**config.mk**
```make
export PLATFORM = sky130hd
export DESIGN_NAME = vupf_fdiv
export DESIGN_NICKNAME = d
export VERILOG_FILES = /design/src/hdl/vupf_pkg.sv /design/src/hdl/vupf_fdiv.sv
export SDC_FILE = /design/constraint.sdc
export NUM_CORES = 1
export LEC_CHECK = 0
export BUFFER_PORTS_ARGS = -buffer_cell sky130_fd_sc_hd__buf_2
export CELL_PAD_IN_SITES_DETAIL_PLACEMENT = 0
export CELL_PAD_IN_SITES_GLOBAL_PLACEMENT = 1
export CORE_MARGIN = 1
export CORE_UTILIZATION = 45
export DETAILED_ROUTE_END_ITERATION = 7
export GPL_TIMING_DRIVEN = 1
export MAX_ROUTING_LAYER = met4
export PLACE_DENSITY_LB_ADDON = 0.1
export SYNTH_ARGS = -nofsm -noshare
export SYNTH_HDL_FRONTEND = slang
export SYNTH_SLANG_ARGS = --single-unit
export TNS_END_PERCENT = 10
```
**constraint.sdc**
```tcl
create_clock -name aclk -period 21.4 [get_ports aclk]
set_clock_uncertainty 0.05 [all_clocks]
set_input_delay 1.07 -clock aclk [delete_from_list [all_inputs] [get_ports aclk]]
set_output_delay 1.07 -clock aclk [all_outputs]
set_load 0.02 [all_outputs]
```
**src/hdl/vupf_pkg.sv**
```systemverilog
// vupf_pkg: shared types, constants and float helpers for the vector unpack core
// no dependencies; imported by every module under hdl/
package vupf_pkg;

    localparam int LANE_COUNT  = 4;
    localparam int QUEUE_DEPTH = 2;

    // configuration register indexes
    localparam logic [1:0] CFG_FORMAT = 2'd0;
    localparam logic [1:0] CFG_MASK   = 2'd1;
    localparam logic [1:0] CFG_SCALE  = 2'd2;

    // source format codes
    localparam logic [2:0] FMT_F32V4 = 3'd0;
    localparam logic [2:0] FMT_S16V4 = 3'd1;
    localparam logic [2:0] FMT_U8V4  = 3'd2;
    localparam logic [2:0] FMT_F32V2 = 3'd3;

    // reset values
    localparam logic [2:0]  FORMAT_RESET     = FMT_F32V4;
    localparam logic [3:0]  MASK_RESET       = 4'hF;
    localparam logic [31:0] SCALE_RESET      = 32'h3F80_0000;
    localparam logic [31:0] FACTOR_S16_RESET = 32'h3800_0000;
    localparam logic [31:0] FACTOR_U8_RESET  = 32'h3B80_8081;

    // float constants
    localparam logic [31:0] FLT_DEFAULT_NAN = 32'hFFC0_0000;
    localparam logic [31:0] FLT_QUIET_BIT   = 32'h0040_0000;

    // divisors as normalized mantissa and unbiased exponent
    localparam logic [23:0] DIV32768_MANT = 24'h80_0000;
    localparam logic [10:0] DIV32768_EXP  = 11'd15;
    localparam logic [23:0] DIV255_MANT   = 24'hFF_0000;
    localparam logic [10:0] DIV255_EXP    = 11'd7;

    typedef enum logic [1:0] {
        MODE_PASS,
        MODE_S16,
        MODE_U8
    } mode_t;

    typedef struct packed {
        logic        neg;
        logic [15:0] mag;
        logic [31:0] raw;
    } lane_t;

    typedef struct packed {
        lane_t [LANE_COUNT-1:0] lane;
        mode_t                  mode;
        logic [LANE_COUNT-1:0]  en;
        logic                   bad;
        logic                   last;
    } item_t;

    typedef struct packed {
        logic [31:0] s16;
        logic [31:0] u8;
    } factors_t;

    // round to nearest even and pack; q holds 24 mantissa bits plus guard
    function automatic logic [31:0] round_pack(input logic sign,
                                               input logic signed [10:0] exp_b,
                                               input logic [24:0] q,
                                               input logic sticky_in);
        logic [5:0]  sh;
        logic [50:0] wide;
        logic [24:0] qs;
        logic        st;
        logic [7:0]  ef;
        logic        rnd;
        logic [30:0] mag;
        sh   = 6'd0;
        wide = 51'd0;
        ef   = exp_b[7:0];
        qs   = q;
        st   = sticky_in;
        if (exp_b >= 11'sd255) begin
            return {sign, 8'hFF, 23'd0};
        end
        if (exp_b <= 11'sd0) begin
            ef = 8'd0;
            if (exp_b < -11'sd24) begin
                sh = 6'd26;
            end else begin
                sh = 6'(11'sd1 - exp_b);
            end
            wide = {q, 26'd0} >> sh;
            qs   = wide[50:26];
            st   = sticky_in | (|wide[25:0]);
        end
        rnd = qs[0] & (st | qs[1]);
        mag = {ef, qs[23:1]} + 31'(rnd);
        return {sign, mag};
    endfunction

    // leading zero count of a 40-bit product
    function automatic logic [5:0] lzc40(input logic [39:0] v);
        logic [5:0] n;
        n = 6'd40;
        for (int i = 0; i < 40; i++) begin
            if (v[i]) begin
                n = 6'(39 - i);
            end
        end
        return n;
    endfunction

endpackage

```
**src/hdl/vupf_fdiv.sv**
```systemverilog
// vupf_fdiv: float divide of the scale by 32768 and by 255, residue and inverse multiply
// depends on vupf_pkg
module vupf_fdiv import vupf_pkg::*; (
    input  logic        aclk,
    input  logic        aresetn,
    input  logic        start,
    input  logic [31:0] scale,
    output logic        busy,
    output factors_t    factors
);

    typedef enum logic [2:0] {
        ST_IDLE,
        ST_LOAD,
        ST_NORM,
        ST_DIV,
        ST_QUO,
        ST_ROUND
    } state_t;

    state_t             state_reg, state_next;
    logic               sel_reg, sel_next;
    logic [31:0]        scale_reg, scale_next;
    logic [23:0]        mant_reg, mant_next;
    logic signed [10:0] exp_reg, exp_next;
    logic [24:0]        rem_reg, rem_next;
    logic [24:0]        quo_reg, quo_next;
    logic               stk_reg, stk_next;
    logic [31:0]        f16_reg, f16_next;
    logic [31:0]        f8_reg, f8_next;

    logic [23:0]        dmant;
    logic [10:0]        dexp;
    logic [9:0]         mod_sum;
    logic [8:0]         mod_fold;
    logic [7:0]         mod_byte;
    logic [7:0]         mod_val;
    logic [24:0]        inv_t1, inv_t2, quo_inv;
    logic [31:0]        res;
    logic               res_valid;

    assign busy        = (state_reg != ST_IDLE);
    assign factors.s16 = f16_reg;
    assign factors.u8  = f8_reg;
    assign dmant       = sel_reg ? DIV255_MANT : DIV32768_MANT;
    assign dexp        = sel_reg ? DIV255_EXP : DIV32768_EXP;

    // remainder mod 255: byte digits summed, since 256 is 1 mod 255
    assign mod_sum  = 10'(rem_reg[7:0]) + 10'(rem_reg[15:8]) + 10'(rem_reg[23:16])
                    + 10'(rem_reg[24]);
    assign mod_fold = 9'(mod_sum[7:0]) + 9'(mod_sum[9:8]);
    assign mod_byte = mod_fold[7:0] + 8'(mod_fold[8]);
    assign mod_val  = (mod_byte == 8'hFF) ? 8'd0 : mod_byte;

    // exact quotient of a multiple of 255: times the inverse of 255 modulo 2^25
    assign inv_t1  = quo_reg + {quo_reg[16:0], 8'd0};
    assign inv_t2  = inv_t1 + {inv_t1[8:0], 16'd0};
    assign quo_inv = 25'd0 - inv_t2;

    // sequencer: two passes, one per divisor
    always_comb begin
        state_next = state_reg;
        sel_next   = sel_reg;
        scale_next = scale_reg;
        mant_next  = mant_reg;
        exp_next   = exp_reg;
        rem_next   = rem_reg;
        quo_next   = quo_reg;
        stk_next   = stk_reg;
        f16_next   = f16_reg;
        f8_next    = f8_reg;
        res        = 32'd0;
        res_valid  = 1'b0;
        case (state_reg)
            ST_IDLE: begin
                if (start) begin
                    scale_next = scale;
                    sel_next   = 1'b0;
                    state_next = ST_LOAD;
                end
            end
            ST_LOAD: begin
                // special operands pass through, a NaN with its quiet bit set
                if (&scale_reg[30:23]) begin
                    res       = scale_reg | ((|scale_reg[22:0]) ? FLT_QUIET_BIT : 32'd0);
                    res_valid = 1'b1;
                end else if (scale_reg[30:0] == 31'd0) begin
                    res       = scale_reg;
                    res_valid = 1'b1;
                end else begin
                    mant_next  = {(|scale_reg[30:23]), scale_reg[22:0]};
                    exp_next   = (|scale_reg[30:23]) ? $signed({3'b0, scale_reg[30:23]})
                                                     : 11'sd1;
                    state_next = ST_NORM;
                end
            end
            ST_NORM: begin
                // one bit a cycle for subnormal scale
                if (!mant_reg[23]) begin
                    mant_next = {mant_reg[22:0], 1'b0};
                    exp_next  = exp_reg - 11'sd1;
                end else begin
                    if (mant_reg < dmant) begin
                        rem_next = {mant_reg, 1'b0};
                        exp_next = exp_reg - 11'sd1;
                    end else begin
                        rem_next = {1'b0, mant_reg};
                    end
                    state_next = ST_DIV;
                end
            end
            ST_DIV: begin
                // 32768 is a plain shift; 255 takes the residue and subtracts it
                if (sel_reg) begin
                    quo_next   = {rem_reg[16:0], 8'd0} - 25'(mod_val);
                    stk_next   = (mod_val != 8'd0);
                    state_next = ST_QUO;
                end else begin
                    quo_next   = {rem_reg[23:0], 1'b0};
                    stk_next   = 1'b0;
                    state_next = ST_ROUND;
                end
            end
            ST_QUO: begin
                quo_next   = quo_inv;
                state_next = ST_ROUND;
            end
            ST_ROUND: begin
                res       = round_pack(scale_reg[31], exp_reg - $signed(dexp), quo_reg,
                                       stk_reg);
                res_valid = 1'b1;
            end
            default: begin
                state_next = ST_IDLE;
            end
        endcase
        // store a finished factor and move on
        if (res_valid) begin
            if (!sel_reg) begin
                f16_next   = res;
                sel_next   = 1'b1;
                state_next = ST_LOAD;
            end else begin
                f8_next    = res;
                state_next = ST_IDLE;
            end
        end
    end

    always_ff @(posedge aclk) begin
        if (!aresetn) begin
            state_reg <= ST_IDLE;
            sel_reg   <= 1'b0;
            f16_reg   <= FACTOR_S16_RESET;
            f8_reg    <= FACTOR_U8_RESET;
        end else begin
            state_reg <= state_next;
            sel_reg   <= sel_next;
            f16_reg   <= f16_next;
            f8_reg    <= f8_next;
        end
        scale_reg <= scale_next;
        mant_reg  <= mant_next;
        exp_reg   <= exp_next;
        rem_reg   <= rem_next;
        quo_reg   <= quo_next;
        stk_reg   <= stk_next;
    end

    // quotient reaching the rounder is normalized
    assert property (@(posedge aclk) disable iff (!aresetn)
        state_reg == ST_ROUND |-> quo_reg[24])
        else $error("quotient not normalized");

endmodule

```
# After elaboration in Yosys (flattened, before gate mapping)
# Index checks and enable logic that the tools add are counted.
dict set report word_totals {
  latchBits 0
  n_memories 0
  word_cells 121
  register_bits 186
  input_bits 35
  mem_bits_ro 0
  ram_bits 0
}
dict set report op_classes {
  n_mux 52
  div_mod_pow 0
  mul 0
  order_cmp 4
  shifts 1
  n_eq_ne 15
  n_bitwise 5
  addsub 13
  n_reduce_logical 18
}
# operator count
set ops {}
lappend ops {{24-bit 2-to-1 mux} 6}
lappend ops {{32-bit 2-to-1 mux} 4}
lappend ops {{32-bit case mux with 2 select lines} 1}
lappend ops {{51-bit by 6-bit >> shifter with 50-bit output} 1}
lappend ops {{25-bit adder} 2}
lappend ops {{25-bit 2-to-1 mux} 2}
lappend ops {{25-bit case mux with 2 select lines} 1}
lappend ops {{24-bit case mux with 2 select lines} 1}
lappend ops {{23-bit 2-to-1 mux} 2}
lappend ops {{11-bit 2-to-1 mux} 4}
lappend ops {{8-bit 2-to-1 mux} 5}
lappend ops {{32-bit by 23-bit bitwise OR with 32-bit output} 1}
lappend ops {{31-bit by 1-bit adder with 31-bit output} 1}
lappend ops {{31-bit logical NOT} 1}
lappend ops {{26-bit OR reduction} 1}
lappend ops {{1-bit by 25-bit subtractor with 25-bit output, first input constant} 1}
lappend ops {{25-bit by 8-bit subtractor with 25-bit output} 1}
lappend ops {{24-bit < comparator} 1}
lappend ops {{6-bit 2-to-1 mux} 4}
lappend ops {{23-bit OR reduction} 1}
lappend ops {{11-bit case mux with 2 select lines} 1}
lappend ops {{3-bit case mux with 6 select lines} 1}
lappend ops {{3-bit 2-to-1 mux} 5}
lappend ops {{3-bit inequality test, second input constant} 5}
lappend ops {{other kinds (32)} 55}

# Depth between registers and ports, before layout
dict set report logic_depth {
  depth_word 18
  depth_mapped 35
  ltp_nobuf 33
}

# Worst setup path after synthesis
# No wires, ideal clock.
dict set report synth_path {
  path_type {reg-to-reg}
  startpoint {register rem_reg[8]}
  endpoint {register quo_reg[18], data pin}
  period_less_slack_ns 6.936
  setup_slack_ns 14.464
  setup_ns 0.254
  stages_incl_launch_ff 36
  t_arrival_ns 6.633
  required_ns 21.096
  cell_sequence {edfxtp_1 -> fa_1 -> ha_1 -> inv_1 -> fa_1 -> nor2b_1 -> o21ai_0 -> a21boi_0 -> o21ai_0 -> a21boi_0 -> o21a_1 -> nor2_1 -> xnor2_1 -> ha_1 -> fa_1 -> nand2_1 -> nor3_1 -> nand2_1 -> nor3_1 -> ha_1 -> nand3_1 -> nor2b_1 -> o21ai_0 -> a2111oi_0 -> xnor3_1 -> and3b_1 -> clkbuf_1 -> inv_1 -> nand2_1 -> ha_1 -> clkbuf_1 -> o21ai_1 -> o31ai_1 -> xor2_1 -> a21oi_1 -> a21o_1}
}
dict set report synth_via {
  elab_chain_cells 10
}
# element line_no
set synth_lines {}
lappend synth_lines {{start, declared} vupf_fdiv.sv:26} ;# logic [24:0] rem_reg, rem_next;
lappend synth_lines {{start signal, assigned} vupf_fdiv.sv:165} ;# rem_reg <= rem_next;
lappend synth_lines {{8-bit by 8-bit adder with 9-bit output} vupf_fdiv.sv:49} ;# assign mod_sum = 10'(rem_reg[7:0]) + 10'(rem_reg[15:8]) + 10'(rem_reg[23:16])
lappend synth_lines {{9-bit by 8-bit adder with 10-bit output} vupf_fdiv.sv:49}
lappend synth_lines {{10-bit by 1-bit adder with 10-bit output} vupf_fdiv.sv:50} ;# + 10'(rem_reg[24]);
lappend synth_lines {{8-bit by 2-bit adder with 9-bit output} vupf_fdiv.sv:51} ;# assign mod_fold = 9'(mod_sum[7:0]) + 9'(mod_sum[9:8]);
lappend synth_lines {{8-bit by 1-bit adder with 8-bit output} vupf_fdiv.sv:52} ;# assign mod_byte = mod_fold[7:0] + 8'(mod_fold[8]);
lappend synth_lines {{8-bit equality test} vupf_fdiv.sv:53} ;# assign mod_val = (mod_byte == 8'hFF) ? 8'd0 : mod_byte;
lappend synth_lines {{8-bit 2-to-1 mux} vupf_fdiv.sv:53}
lappend synth_lines {{25-bit by 8-bit subtractor with 25-bit output *} vupf_fdiv.sv:115} ;# quo_next = {rem_reg[16:0], 8'd0} - 25'(mod_val);
lappend synth_lines {{25-bit 2-to-1 mux *} vupf_fdiv.sv:114} ;# if (sel_reg) begin
lappend synth_lines {{25-bit case mux with 2 select lines *} vupf_fdiv.sv:74} ;# case (state_reg)
lappend synth_lines {{via quo_next[18]} vupf_fdiv.sv:27} ;# logic [24:0] quo_reg, quo_next;
lappend synth_lines {{end signal, assigned} vupf_fdiv.sv:166} ;# quo_reg <= quo_next;
lappend synth_lines {{end, declared} vupf_fdiv.sv:27}
# The timed path passes the listed nets; every way through them passes the cells marked *.
# A chain may end at the register's enable or synchronous reset.

# Final worst setup path
dict set report layout_path {
  startpoint {register rem_reg[0]}
  endpoint {register quo_reg[18], data pin}
}
# The elaborated chain is that of the path after synthesis.

==> results_dict.tcl <==
set metrics [dict create \
    grt_pass1_vias 12960 \
    vias 14280 \
    insertion_delay_ns 0.45 \
    swShare_pct 43.95 \
    ctsHoldBuffers 0 \
    async_flop_share_pct 0 \
    wirelength_um 53310 \
    finalSetupViolations 0 \
    io_pins 100 \
    status "finished, final reports clean" \
    layout-drive-gt1-share_pct 11.37 \
    fmax_mhz 124.2 \
    post_cts_buffers 0 \
    start_util_pct 45.87 \
    detail-route-antenna-nets 0 \
    drt-pass1-iter-count 5 \
    ctsLongestPathBuffers 2 \
    r2r-start "rem_reg[0]" \
    place.gp.congestion 1.004 \
    path_common_cell "ha_1" \
    min_path_type "register to register" \
    maxSlewViolCount 0 \
    synthFlopType "edfxtp_1" \
    htreeDepth 4 \
    antenna_found_initial 0 \
    required_ns 21.55 \
    critPathLaunchType "register" \
    cellPowerDensity_mw_per_mm2 88.80 \
    maxCapViolCount 0 \
    crit_path_start "rem_reg[0]" \
    vias_per_cell 6.216 \
    rows 66 \
    final_cell_mix "251 x nand2_1, 152 x o21ai_0, 138 x nor2_1" \
    drcViolationCount 0 \
    tns_ns 0 \
    p_int_mw 0.8129 \
    slowest_delay_ns 0.61 \
    die_h_um 184.4 \
    syn-num-nets 1929 \
    relSlewSlack_pct 28.44 \
    hpwl_um 39220 \
    post_dp_cell_area_mm2 0.01578 \
    tightest_slew_ns 1.068 \
    hold_viol 0 \
    track_usage_pct 32.42 \
    critical_path_class "register to register" \
    rsz0062_at_grt "false" \
    wire_per_inst_um 23.21 \
    grt_start_max_net_pins 72 \
    ir_worst_vdd_mv 0.09179 \
    syn2layout_area_growth_pct 9.148 \
    core_region_area_mm2 0.03262 \
    arrival_ns 8.20 \
    fin_area_mm2 0.01633 \
    cts_root_buf "clkbuf_16" \
    worstHoldStart "f8_reg[31]" \
    slowest_stage "fa_1" \
    cts_buffers 17 \
    period_share_pct 37.63 \
    synth_edf_count 118 \
    seq_power_share_pct 31.8 \
    grt_first_pass_wirelength_um 79850 \
    yosysSeqAreaShare_pct 32.78 \
    synth.ff_latch_count 186 \
    ys_types 100 \
    total_power_mw 1.450 \
    post_cts_resized 0 \
    fin_crit_ns 8.052 \
    n_antenna_cell 0 \
    cts_sinks 186 \
    clk_pin_slew_worst_paths_ns 0.07 \
    layout.nets 1963 \
    endpoint_kind "register" \
    syn-cell-area_mm2 0.01496 \
    crit_fanout 11 \
    overflow 0 \
    p_sw_mw 0.6374 \
    avgSynthCellArea_um2 8.276 \
    combPwrFrac_pct 47.4 \
    cts_tree "yes" \
    power_leakage_nw 6.299 \
    ys_warn_count 0 \
    clock_power_share_pct 20.8 \
    port-buffer-count 99 \
    die_x_um 184.4 \
    layout_commonest_cell "nand2_1" \
    fp.dieArea_mm2 0.03398 \
    postSynthCellCount 1808 \
    drtIter0Drc 1462 \
]
-- cell usage after synthesis (all sizes together) (15+ instances only) --
cell type  count  area [um^2]
nand2b        16        100.1
a21o          21        157.7
or3           16        105.1
o21ai        160        800.8
inv           64        240.2
o31ai         25        192.7
xnor2         52        463.0
xor2          44        385.4
o211ai        20        150.1
o21bai        15        112.6
nor3          59        300.3
a31oi         28        196.4
mux2i         34        340.3
buf           29        181.4
nor4          20        161.4
nor2         143        539.3
a21oi        116        580.6
a211oi        16        120.1
edfxtp       118         3543
ha            75        938.4
nand3         59        300.3
clkbuf        81        304.0
nor2b         19        118.9
nand2        251        942.2
dfxtp         68         1361
and2          17        106.4
nand4         20        155.2
-- cells by family (layout without fill, tap and decap cells) --
logic type	Yosys count	in the layout	share of synthesized area, %
xor+xnor	101	101	6.422
flops	186	186	32.78
buf+inv	177	224	4.925
mux	36	36	2.425
simple gates	683	683	22.04
fa+ha+maj	86	86	7.743
compound gates	539	539	23.66
-- path summary, 6_finish.rpt --
kind | end | slack (ns) | cells after the start
worst max register to register | quo_reg[18] | 13.35 | 33
worst min register to register | f8_reg[31] | 0.41 | 2
worst max-delay path | quo_reg[18] | 13.35 | 33
worst min-delay path | f8_reg[31] | 0.41 | 2
-- power by group through the flow --
stage	registers (mW)	clock network, mW	logic (mW)
4_1_cts	0.460	0.306	0.673
5_1_grt	0.464	0.320	0.746
2_1_floorplan	0.447	0	0.486
3_3_place_gp	0.468	0	0.672
3_5_place_dp	0.468	0	0.666
6_report	0.461	0.302	0.688
-- critical path: cells and delay by family, from the launching register on --
kind | cells | cell delay (ns)
and+or+nand+nor | 10 | 1.42
adders and majority gates | 7 | 2.12
AOI/OAI and AO/OA | 11 | 2.78
buffers and inverters | 2 | 0.17
DFF | 1 | 0.57
xor gates and xnor gates | 3 | 0.67
-- final cells by class --
type                    count  area, um^2
clock buffers              21       460.4
well taps                 442       553.0
flip-flops and latches    186        4905
multi-input cells        1445        9383
repair buffers            125       690.7
inverters                  67       251.5
clock inverters            11       88.84
fillers                  3225       16290
-- per-layer routing --
metal / up-vias / part of all wire, % / global-route usage (%)
li1: 6740 / - / -
met1: 6936 / 47 / 46.87
met2: 541 / 44 / 47.28
met3: 61 / 6.8 / 4.070
met4: 0 / 2.1 / 8.767
met5: - / 0 / -
-- per-stage QoR --
| stage | cells | worst slack (ns) | utilization, % | hold WS [ns] |
|---|---|---|---|---|
| finish | 2297 | 13.35 | 50.07 | 0.4113 |
| global route | 2297 | 12.65 | 50.07 | 0.4452 |
| CTS | 2297 | 13.44 | 50.07 | 0.4195 |
| detailed placement | 2265 | 13.45 | 48.39 | 0.4025 |
| global placement | 2265 | 13.70 | 48.39 | 0.3968 |
| floorplan | 1808 | 14.46 | - | 0.4328 |
(Power assumes the default switching activity.)
