### config.mk
export PLATFORM = sky130hd
export DESIGN_NAME = vupf_queue
export DESIGN_NICKNAME = d
export VERILOG_FILES = /design/src/hdl/vupf_pkg.sv /design/src/hdl/vupf_queue.sv
export SDC_FILE = /design/constraint.sdc
export NUM_CORES = 1
export LEC_CHECK = 0
export BUFFER_PORTS_ARGS = -buffer_cell sky130_fd_sc_hd__buf_2
export CORE_MARGIN = 10
export CORE_UTILIZATION = 47
export DETAILED_ROUTE_END_ITERATION = 7
export GPL_ROUTABILITY_DRIVEN = 0
export HOLD_SLACK_MARGIN = 0.06
export PLACE_DENSITY = 0.75
export SLEW_MARGIN = 20
export SYNTH_ARGS = -nofsm -noshare
export SYNTH_HDL_FRONTEND = slang
export SYNTH_SLANG_ARGS = --single-unit
### constraint.sdc
create_clock -name aclk -period 9.8 [get_ports aclk]
set_input_delay 0.98 -clock aclk [delete_from_list [all_inputs] [get_ports aclk]]
set_output_delay 0.98 -clock aclk [all_outputs]
set_load 0.05 [all_outputs]
### src/hdl/vupf_pkg.sv
// vupf_pkg: shared types, constants and float helpers for the vector unpack core
// no dependencies; imported by every module under hdl/
package vupf_pkg;

    localparam int LANE_COUNT  = 4;
    localparam int QUEUE_DEPTH = 2;

    // configuration register indexes
    localparam logic [1:0] CFG_FORMAT = 2'd0;
    localparam logic [1:0] CFG_MASK   = 2'd1;
    localparam logic [1:0] CFG_SCALE  = 2'd2;

    // source format codes
    localparam logic [2:0] FMT_F32V4 = 3'd0;
    localparam logic [2:0] FMT_S16V4 = 3'd1;
    localparam logic [2:0] FMT_U8V4  = 3'd2;
    localparam logic [2:0] FMT_F32V2 = 3'd3;

    // reset values
    localparam logic [2:0]  FORMAT_RESET     = FMT_F32V4;
    localparam logic [3:0]  MASK_RESET       = 4'hF;
    localparam logic [31:0] SCALE_RESET      = 32'h3F80_0000;
    localparam logic [31:0] FACTOR_S16_RESET = 32'h3800_0000;
    localparam logic [31:0] FACTOR_U8_RESET  = 32'h3B80_8081;

    // float constants
    localparam logic [31:0] FLT_DEFAULT_NAN = 32'hFFC0_0000;
    localparam logic [31:0] FLT_QUIET_BIT   = 32'h0040_0000;

    // divisors as normalized mantissa and unbiased exponent
    localparam logic [23:0] DIV32768_MANT = 24'h80_0000;
    localparam logic [10:0] DIV32768_EXP  = 11'd15;
    localparam logic [23:0] DIV255_MANT   = 24'hFF_0000;
    localparam logic [10:0] DIV255_EXP    = 11'd7;

    typedef enum logic [1:0] {
        MODE_PASS,
        MODE_S16,
        MODE_U8
    } mode_t;

    typedef struct packed {
        logic        neg;
        logic [15:0] mag;
        logic [31:0] raw;
    } lane_t;

    typedef struct packed {
        lane_t [LANE_COUNT-1:0] lane;
        mode_t                  mode;
        logic [LANE_COUNT-1:0]  en;
        logic                   bad;
        logic                   last;
    } item_t;

    typedef struct packed {
        logic [31:0] s16;
        logic [31:0] u8;
    } factors_t;

    // round to nearest even and pack; q holds 24 mantissa bits plus guard
    function automatic logic [31:0] round_pack(input logic sign,
                                               input logic signed [10:0] exp_b,
                                               input logic [24:0] q,
                                               input logic sticky_in);
        logic [5:0]  sh;
        logic [50:0] wide;
        logic [24:0] qs;
        logic        st;
        logic [7:0]  ef;
        logic        rnd;
        logic [30:0] mag;
        sh   = 6'd0;
        wide = 51'd0;
        ef   = exp_b[7:0];
        qs   = q;
        st   = sticky_in;
        if (exp_b >= 11'sd255) begin
            return {sign, 8'hFF, 23'd0};
        end
        if (exp_b <= 11'sd0) begin
            ef = 8'd0;
            if (exp_b < -11'sd24) begin
                sh = 6'd26;
            end else begin
                sh = 6'(11'sd1 - exp_b);
            end
            wide = {q, 26'd0} >> sh;
            qs   = wide[50:26];
            st   = sticky_in | (|wide[25:0]);
        end
        rnd = qs[0] & (st | qs[1]);
        mag = {ef, qs[23:1]} + 31'(rnd);
        return {sign, mag};
    endfunction

    // leading zero count of a 40-bit product
    function automatic logic [5:0] lzc40(input logic [39:0] v);
        logic [5:0] n;
        n = 6'd40;
        for (int i = 0; i < 40; i++) begin
            if (v[i]) begin
                n = 6'(39 - i);
            end
        end
        return n;
    endfunction

endpackage

### src/hdl/vupf_queue.sv
// vupf_queue: short register queue between the front and back parts
// depends on vupf_pkg
module vupf_queue import vupf_pkg::*; #(
    parameter int DEPTH = QUEUE_DEPTH
) (
    input  logic  aclk,
    input  logic  aresetn,
    input  logic  push,
    input  item_t item_in,
    output logic  full,
    input  logic  pop,
    output item_t item_out,
    output logic  empty
);

    localparam int PW = (DEPTH > 1) ? $clog2(DEPTH) : 1;
    localparam int CW = $clog2(DEPTH + 1);

    item_t           store_reg [DEPTH];
    logic [PW-1:0]   wr_ptr_reg, wr_ptr_next;
    logic [PW-1:0]   rd_ptr_reg, rd_ptr_next;
    logic [CW-1:0]   count_reg, count_next;

    assign full     = (count_reg == CW'(DEPTH));
    assign empty    = (count_reg == '0);
    assign item_out = store_reg[rd_ptr_reg];

    // pointer and count update
    always_comb begin
        wr_ptr_next = wr_ptr_reg;
        rd_ptr_next = rd_ptr_reg;
        count_next  = count_reg;
        if (push) begin
            wr_ptr_next = (wr_ptr_reg == PW'(DEPTH - 1)) ? '0 : wr_ptr_reg + 1'b1;
        end
        if (pop) begin
            rd_ptr_next = (rd_ptr_reg == PW'(DEPTH - 1)) ? '0 : rd_ptr_reg + 1'b1;
        end
        if (push && !pop) begin
            count_next = count_reg + 1'b1;
        end else if (pop && !push) begin
            count_next = count_reg - 1'b1;
        end
    end

    always_ff @(posedge aclk) begin
        if (!aresetn) begin
            wr_ptr_reg <= '0;
            rd_ptr_reg <= '0;
            count_reg  <= '0;
        end else begin
            wr_ptr_reg <= wr_ptr_next;
            rd_ptr_reg <= rd_ptr_next;
            count_reg  <= count_next;
        end
    end

    // payload storage
    always_ff @(posedge aclk) begin
        if (push) begin
            store_reg[wr_ptr_reg] <= item_in;
        end
    end

endmodule

-- Yosys cells after proc, flatten, opt, wreduce, memory -nomap -nowiden
Memory sizes are Yosys's and may differ from the RTL's. A register that Yosys moved wholly into a read port is not among the register bits.
Cells that the tools add are included.
- add/sub/neg operators: 4
- equality and inequality tests: 1
- mux-type cells: 8
- reductions and logical operators: 6
- operators by type and width (kind ; count):
    $mux W1 ; 6
    $mux W2 ; 2
    $add A1 B1 Y1 const B ; 2
    $add A2 B1 Y2 const B ; 1
    $eq A2 B2 Y1 const B ; 1
    $logic_and A1 B1 Y1 ; 2
    $logic_not A1 Y1 ; 2
    $logic_not A2 Y1 ; 1
    $reduce_bool A2 Y1 ; 1
    $sub A2 B1 Y2 const B ; 1
- register bits: 4
- memory bits (writable): 408
- input bits: 208
- memories: 1
- memories (memory ; words ; width ; read ports ; clocked after Yosys merged registers in ; wr ports ; line ; text):
    store_reg ; 2 ; 204 ; 1 ; 1 ; 1 ; vupf_queue.sv:19 ; item_t store_reg [DEPTH];

-- Logic depth before layout (Yosys ltp)
Gate-level depths: netlist of the first run.
- depth in word-level cells: 4
- gate-level depth with buffers: 5
- mapped depth without buffers: 5

-- Worst setup path after synthesis of the first run
OpenSTA, ideal clock, no wires.
- path type: input to register
- from: in push
- to: reg wr_ptr_reg
- arrival: 10.517 ns
- path slack: -0.816 ns
- stages: 2
- buffers on the path: 0
- cell sequence: nor2b_1 > o21a_1
- RTL lines (element ; line ; text):
    start: declaration ; vupf_queue.sv:8 ; input logic push,
    end signal: assignment ; vupf_queue.sv:52 ; wr_ptr_reg <= wr_ptr_next;
    end: declaration ; vupf_queue.sv:20 ; logic [PW-1:0] wr_ptr_reg, wr_ptr_next;

==> summary by stage, run 1 <==
Floorplanning
The I/O pin total is between 400 and 500. The initial standard-cell utilization of the core is 47.8%. The cell row count is 66. The die span in x is 202 µm. The die covers 40900 µm².

The total area inside the core boundary comes to between 30000 and 40000 µm². The floorplan step set the die height to 202 µm.

Critical path
The worst setup path is captured at a primary output. The type of the worst setup path is reg -> out. The worst setup path is launched from a register. The capture point of the worst reg-to-reg path is store_reg[0][118]. Data on the critical path arrives at its endpoint at 3.62 ns.

For the worst flop-to-flop path, the logic depth is 3. The worst reg2reg path startpoint is wr_ptr_reg. In this run the worst path has a maximum fanout of a little under 60. For the worst setup path, the data required time is between 8 and 9 ns. The worst register-to-register path has a setup slack of 6.94 ns.

Timing
Setup slack closes at 5.20 ns. The count of final hold-check violations came to 0. Setup repair after global routing left no endpoint under its margin. The final worst hold slack is 0.522 ns.

For the final database, setup skew stands at 0.00866 ns. Setup violations remaining at the end of the flow were counted as 0. The number of max-slew violations in the final report is 0.

Headroom to the max-slew limit came out at between 30% and 40%. The setup total negative slack is 0 ns. Static timing analysis puts the maximum clock frequency at 0.218 GHz. The final critical-path required period is 4.60 ns. In the finished design, the share of the clock period the worst path needs comes to between 40% and 50%. For the pin with the worst max-slew slack, the measured transition is 1.04 ns.

CTS
The quantity of hold-fixing buffers added after cts is 0. The source-to-sink clock delay at the later pin of the worst-skew pair is roughly 0.54 ns. CTS placed an instance of sky130_fd_sc_hd__clkbuf_16 at the clock tree root. Buffers inserted during clock tree synthesis total 42. The clock tree buffer depth is 3. The H-tree was split into 2 levels. The buffers inserted during post-CTS setup optimization is 0. The number of sinks on the clock net is 413. The clock input transition at the sequential cells of the worst setup and hold paths is 0.06 ns. Gates resized during post-CTS repair numbered 0. TritonCTS built the clock tree.

Global routing
The via count of the first global-routing pass is slightly above 8000. Summed over all layers, the global routing overflow is 0. The initial antenna violation count is 11. Global routing consumed, over all layers together, 16.2% of the routing resources. The wire length of the first global-routing pass is between 50000 and 60000 µm. Entering global routing, the biggest net connects 79 pins.

Route
The number of DRC markers after the initial detailed-route iteration is 313. In the final routed layout, each cell accounts on average for 21.8 µm. The count of nets left with antenna violations after detail routing is 0. The via count is 7665. In the routed layout, each cell is associated on average with a via count of a little under 5.

In the routed design, unresolved DRC markers number 0. The first-pass iteration count of the detailed router is 4. For this block, the routed nets add up to between 30000 and 40000 µm of wire.

Power and ir drop
The worst ir drop on vdd is around 0.20 mV. The leakage power summed over all cells is around 7.6 nW. The power density of the placed cells is 220 nW/µm².

Placement
Detailed placement finished with a half-perimeter wire length of 24700 µm. The number of buffers added on ports is 413. OpenSTA, run right after detailed placement, puts the worst setup slack at 5.74 ns. The total instance count after detailed placement is 1497.

Synthesis
The number of nets handed over by synthesis was 866. Yosys mapped the design onto 17 distinct sky130hd cell types. The mapped cell area is 15600 µm². In this run, synthesis produced a sequential element count of about 410. The share of the yosys chip area belonging to registers is 79.2%. Synthesis produced a netlist whose cell count is around 660. The total number of yosys warnings is 0. Averaged over all synthesized cells, the footprint is around 24 µm².

Final layout
In the final layout, the share of cells above drive strength 1 is 60.4%. The area growth from synthesis to layout is 24.1%. The register with the most flip-flops in the layout has 408 of them. Fill cells in the final layout number 2396. The number of nets in the layout is roughly 1300. The core occupancy in the finished layout is 59.3%. The finished layout holds 1578 standard cells, fillers aside.

Worst hold path
The worst hold path begins at count_reg[1]. The path class of the tightest hold or removal check is reg -> reg. The worst hold path terminates at count_reg[1]. The number of cells on the worst hold path is 2.

Outcome
The flow ran to the end, and the final reports show no timing, DRC or antenna violations.

Flow run
Max-cap violations in this run came to 0.
critical path, stage by stage (launching register included):
cell,delay (ns)
sky130_fd_sc_hd__dfxtp_4,0.84
sky130_fd_sc_hd__buf_4,0.65
sky130_fd_sc_hd__buf_4,0.91
sky130_fd_sc_hd__mux2_4,0.36
sky130_fd_sc_hd__buf_2,0.22
per-stage QoR:
| stage | total power (W) | cell area [µm²] |
|---|---|---|
| after floorplan | 0.00267 | 15600 |
| after global placement | 0.00282 | 18100 |
| after detailed placement | 0.00283 | 18100 |
| after CTS | 0.00430 | 19300 |
| after global routing | 0.00441 | 19300 |
| final | 0.00425 | 19400 |
cells in the mapped netlist, drive strengths merged:
cell type,number,area (µm²)
buf,23,234
mux2,204,2900
and2,4,25.0
ha,1,12.5
or3,1,6.26
nor2,1,3.75
xor2,2,17.5
nor2b,3,18.8
o21ai,1,5.00
a21boi,1,7.51
xnor2,1,8.76
inv,1,3.75
edfxtp,408,12300
o21a,1,7.51
dfxtp,5,100
cells by family after synthesis:
family / count (synthesis) / share of synthesized area (%)
XOR/XNOR: 3 / 0.168
AO/OA/AOI/OAI: 3 / 0.128
AND/OR/NAND/NOR: 9 / 0.345
flip-flops: 413 / 79.2
multiplexers: 204 / 18.6
buffers and inverters: 24 / 1.52
adder cells (fa/ha/maj): 1 / 0.0802
power by group:
| part | total (W) | switching (W) | internal (W) |
|---|---|---|---|
| clock network | 0.00147 | 0.000619 | 0.000848 |
| logic | 0.000705 | 0.000482 | 0.000223 |
| registers | 0.00208 | 0.0000330 | 0.00205 |
| total | 0.00425 | 0.00113 | 0.00312 |
cell type report:
type                       instances  area (µm²)  share of cell area (%)
sequential                       413       12400                    63.8
multi-input combinational        220        3020                    15.6
timing repair buffer             421        2130                    11.0
clock buffer                      58        1150                    5.95
tap                              442         553                    2.86
clock inverter                    17         123                   0.634
antenna                            6        15.0                  0.0776
inverter                           1        3.75                  0.0194
layer usage:
layer | global-route usage [%] | up-vias | share of wire (%)
met1 | 19.1 | 3811 | 39
met3 | 4.94 | 61 | 7.1
met5 | 0 | - | 0.25
met4 | 5.30 | 12 | 2.0
met2 | 27.8 | 274 | 51
li1 | - | 3507 | -
layout by cell type, fill, tap and decap left out, types with 2 or more instances in the layout:
cell type,count
sky130_fd_sc_hd__buf_2,413
sky130_fd_sc_hd__edfxtp_1,408
sky130_fd_sc_hd__mux2_4,160
sky130_fd_sc_hd__mux2_2,44
sky130_fd_sc_hd__clkbuf_16,42
sky130_fd_sc_hd__clkbuf_1,12
sky130_fd_sc_hd__clkinv_1,8
sky130_fd_sc_hd__buf_4,7
sky130_fd_sc_hd__diode_2,6
sky130_fd_sc_hd__clkbuf_8,4
sky130_fd_sc_hd__clkinv_2,4
sky130_fd_sc_hd__dfxtp_1,4
sky130_fd_sc_hd__and2_1,3
sky130_fd_sc_hd__xor2_1,2
sky130_fd_sc_hd__nor2b_1,2
sky130_fd_sc_hd__inv_6,2
worst max-delay path by stage:
stage | end | cells past startpoint | slack, ns
2_1_floorplan | store_reg[0][0] | 1 | 3.05
3_3_place_gp | item_out[76] | 4 | 5.82
3_5_place_dp | item_out[80] | 4 | 5.74
4_1_cts | item_out[80] | 4 | 5.16
5_1_grt | item_out[90] | 4 | 5.02
6_report | item_out[80] | 4 | 5.20
(Power assumes the default switching activity.)
==> run 2: changes to the inputs <==
Settings changed: ABC_AREA set to 1.
Clock period 9.8 ns to 3.7 ns, I/O delays scaled along.
==> run 2 against run 1 <==
Compared with the run above: synthesized area barely moved; global-route usage grew 2.1 points; cell count up 14%; core utilization increased by 6.8 points; worst hold slack worse by 0.41 ns; flip-flop and latch count unchanged; combinational power grew to 2.7 times the previous value; first-iteration DRC count is 19% higher; critical path type unchanged; largest power group unchanged; highest routed layer unchanged.
==> summary by stage, run 2 <==
Outcome
The flow ran to the end, and the final reports show no timing, DRC or antenna violations.

Synthesis
The synthesized netlist occupies a cell area of 15600 µm². For this run, the number of Yosys warnings is 0. The distinct cell type count of the synthesized netlist is 14. Of the synthesized area, sequential elements account for 79.1%. The synthesized netlist devotes 0.0641% of its cell area to compound gates.

Counting flops with an async set or reset pin after synthesis yields a share of 0%. The main combinational cell family by area after synthesis is multiplexers. The most used flip-flop cell after synthesis is sky130_fd_sc_hd__edfxtp_1. The area fraction of the dominant cell type after synthesis is between 70% and 80%. The flop and latch count out of synthesis is 413.

Dividing the synthesized area by the synthesized cell count gives 23.3 µm². The largest total area in the synthesized netlist belongs to sky130_fd_sc_hd__edfxtp_1. The number of enable-type register cells in the synthesized netlist is 408. Sorting the synthesized cells by area gives the leading types as sky130_fd_sc_hd__edfxtp_1 78%, sky130_fd_sc_hd__mux2_4 15%, sky130_fd_sc_hd__mux2_2 3.2%.

The cell count after synthesis is 670. The simple logic cell fraction of the synthesized area is 0.481%. Counting instances in the post-synthesis netlist gives the leading cell types as 408 x sky130_fd_sc_hd__edfxtp_1, 160 x sky130_fd_sc_hd__mux2_4, 44 x sky130_fd_sc_hd__mux2_2. After synthesis, the share of cell area in mux cells is 18.6%. The synthesized netlist devotes 0% of its cell area to XOR and XNOR gates. The synthesized net count is 879.

The adder-cell area share of the yosys netlist is less than 1%. The most common cell in the netlist is sky130_fd_sc_hd__edfxtp_1.

Floorplanning
The cell row count is 66. The core outline area is 32600 µm². The initial utilization of the core area, before any placement, comes to 47.9%. The die is 202 µm wide. The die span in y is 202 µm. The die covers 40900 µm². In this run the count of I/O pins placed on the die edge is 414.

Route
For this run, the detailed router's first-pass iteration total came to 4. The number of vias per cell after detailed routing is 4.81. The total length of routed wires is about 39000 µm.

The remaining routing DRC violations is 0. After detailed routing, the average wire length per cell comes to roughly 21 µm. The number of DRC markers after the initial detailed-route iteration is 372. Once detail routing completed, the nets flagged for antenna violations numbered 0. Detailed routing inserted a total of 8650 vias.

Power and ir drop
In this run the static leakage power is 8.55 nW. In this run the power density over the cells is 523 nW/µm². The part of the power in combinational logic is 16.8%. The switching power of the nets is 0.00296 W. In this run switching power makes up 26.3% of total power. VDD sags by at most 0.443 mV. In this run, flip-flops and latches consume roughly half of the power. The clock network is responsible for 34.3% of the overall power.

The internal power is 0.00832 W. The total power consumption of the routed design is 0.0113 W.

Timing
The final count of negative-setup-slack endpoints is 0. The portion of the clock cycle consumed by the worst path in the final layout is ~76%. The worst path meets setup with 0.879 ns of slack.

The number of max-slew violations in the final report is 0. The count of final hold-check violations was 0. The setup total negative slack is 0 ns. The worst pin sits at a relative slew slack of 41.4%. The peak clock frequency supported by timing is 0.355 GHz. The final critical-path required period is approximately 2.8 ns.

Setup repair after global routing left no endpoint under its margin. The worst clock skew on the final layout is 0.0111 ns. For the pin with the worst max-slew slack, the measured transition is 0.879 ns.

Placement
In this run the cell area measured after placement is roughly 18000 µm². The detailed-placement wirelength estimate is 25000 µm. The number of buffers added on ports is 413.

The pre-CTS worst setup slack is 1.42 ns.

Critical path
The number of cells on the worst reg-to-reg path is 2. Data on the critical path is required at its endpoint by 3.33 ns. The worst register-to-register path has a setup slack of approximately 2 ns. STA classifies the critical path endpoint as a primary output. The worst reg2reg path startpoint is wr_ptr_reg. In this run the critical register-to-register path is captured at store_reg[0][110]. The type of the worst setup path is reg -> out. Walking the worst path, the cells encountered are buf_4, mux2_2, buf_2. The buffers plus inverters on the worst setup path is 2. The highest net fanout along the worst path is 42. The highest cell delay on the worst timing path is roughly 0.9 ns. The cell with the largest stage delay on the worst path is sky130_fd_sc_hd__dfxtp_4. The worst setup path is launched from a register. The data arrival at the endpoint of the critical path is ~2.5 ns. The dominant delay contributor by cell family on the critical path is flip-flops.

Worst hold path
The worst hold path was traced through 3 stages. The hold path startpoint is pop. The worst hold path terminates at rd_ptr_reg. The class of the worst hold path is in -> reg.

CTS
The depth of the CTS H-tree is 2. The buffers inserted during post-CTS setup optimization is 0. In this run the clock root is driven by a sky130_fd_sc_hd__clkbuf_16. The source-to-sink clock delay at the later pin of the worst-skew pair is 0.53 ns. The number of sinks on the clock net is 413.

The number of clock buffers added by TritonCTS is 42. TritonCTS built the clock tree. Clock-pin slew was measured on the worst setup and hold paths at 0.06 ns. Counting along the longest clock path gives a buffer depth of 3.

Global routing
The total grt overflow is 0. Entering global routing, the biggest net connects 117 pins. The initial antenna violation count is 3. The wire length of the first global-routing pass is between 50000 and 60000 µm.

The overall routing resource usage is a little under a fifth. The via count of the first global-routing pass was 9583.

Final layout
Cells fill 66.2% of the core in the end. The flip-flop count of the largest register, all copies and words added is between 400 and 500. The number of nets in the layout is roughly 1500. The share of cells above drive strength 1 is about half. The library cell used most frequently in the layout, excluding fill and tap cells, is sky130_fd_sc_hd__buf_2. From synthesis to final layout, the design area changed by 38.3%. In the layout the commonest cells are 413 x sky130_fd_sc_hd__buf_2, 408 x sky130_fd_sc_hd__edfxtp_1, 204 x sky130_fd_sc_hd__dlygate4sd3_1.

The summed area of non-filler cells in the final layout is ~22000 µm².

Flow run
The total of max-cap violations is 0.
-- run 2: cell types whose count changed in the layout (fill, tap and decap cells not counted), sizes merged, moves of 2 or more --
cell / before / now
nor2b: 3 / 0
diode: 6 / 2
buf: 421 / 430
inv: 3 / 8
clkinvlp: 0 / 2
clkbuf: 58 / 53
xor2: 2 / 0
nor2: 1 / 9
and2: 4 / 0
dlygate4sd3: 0 / 204
nand2: 0 / 8
clkinv: 14 / 19
-- run 2: kinds of logic after synthesis --
kind of cell	after synthesis
AOI/OAI and AO/OA	2
buffers and inverters	31
adders and majority gates	1
DFF	413
and+or+nand+nor	19
muxes	204
-- run 2: power groups by stage --
stage | Clock [W] | Combinational [W] | Sequential (W)
after floorplan | 0 | 0.00129 | 0.00559
after global placement | 0 | 0.00170 | 0.00559
after detailed placement | 0 | 0.00172 | 0.00561
after CTS | 0.00395 | 0.00190 | 0.00551
after global routing | 0.00414 | 0.00198 | 0.00553
final | 0.00387 | 0.00190 | 0.00551
-- run 2: what timing repair did --
item	4_1_cts	5_1_grt
hold buffers	204	0
resized for setup	0	0
endpoints found under the hold margin	408	0
-- run 2: tightest hold or removal path, cell delays in order --
cell and delay [ns]:
sky130_fd_sc_hd__buf_2 0.10, sky130_fd_sc_hd__nor2_1 0.05, sky130_fd_sc_hd__nor2_1 0.08
-- run 2: per-stage QoR --
stage	std cells	hold WS (ns)
after floorplan	670	0.463
after global placement	1519	0.473
after detailed placement	1519	0.500
after CTS	1797	0.0800
after global routing	1798	0.101
final	1799	0.108
-- run 2: final cells by class --
class                   count  area, µm²
diodes                      2       5.00
clock buffers              53       1160
clock inverters            21        110
fillers                  2099      11000
inverters                   8       46.3
multi-input cells         226       3020
flip-flops and latches    413      12400
well taps                 442        553
repair buffers            634       4340
-- run 2: worst max-delay path by stage --
| stage | slack [ns] | endpoint | depth (start not counted) | from |
|---|---|---|---|---|
| floorplan | -0.14 | store_reg[1][0] | 2 | push |
| global placement | 1.42 | item_out[189] | 3 | register |
| detailed placement | 1.42 | item_out[5] | 3 | register |
| CTS | 0.83 | item_out[5] | 3 | register |
| global route | 0.77 | item_out[188] | 3 | register |
| finish | 0.88 | item_out[188] | 3 | register |
-- run 2: layer usage --
layer  GRT usage, %  share of wire, %
met2           33.3                54
met5              0             0.018
met3           4.80               6.2
met4           5.41               2.2
met1           20.5                38
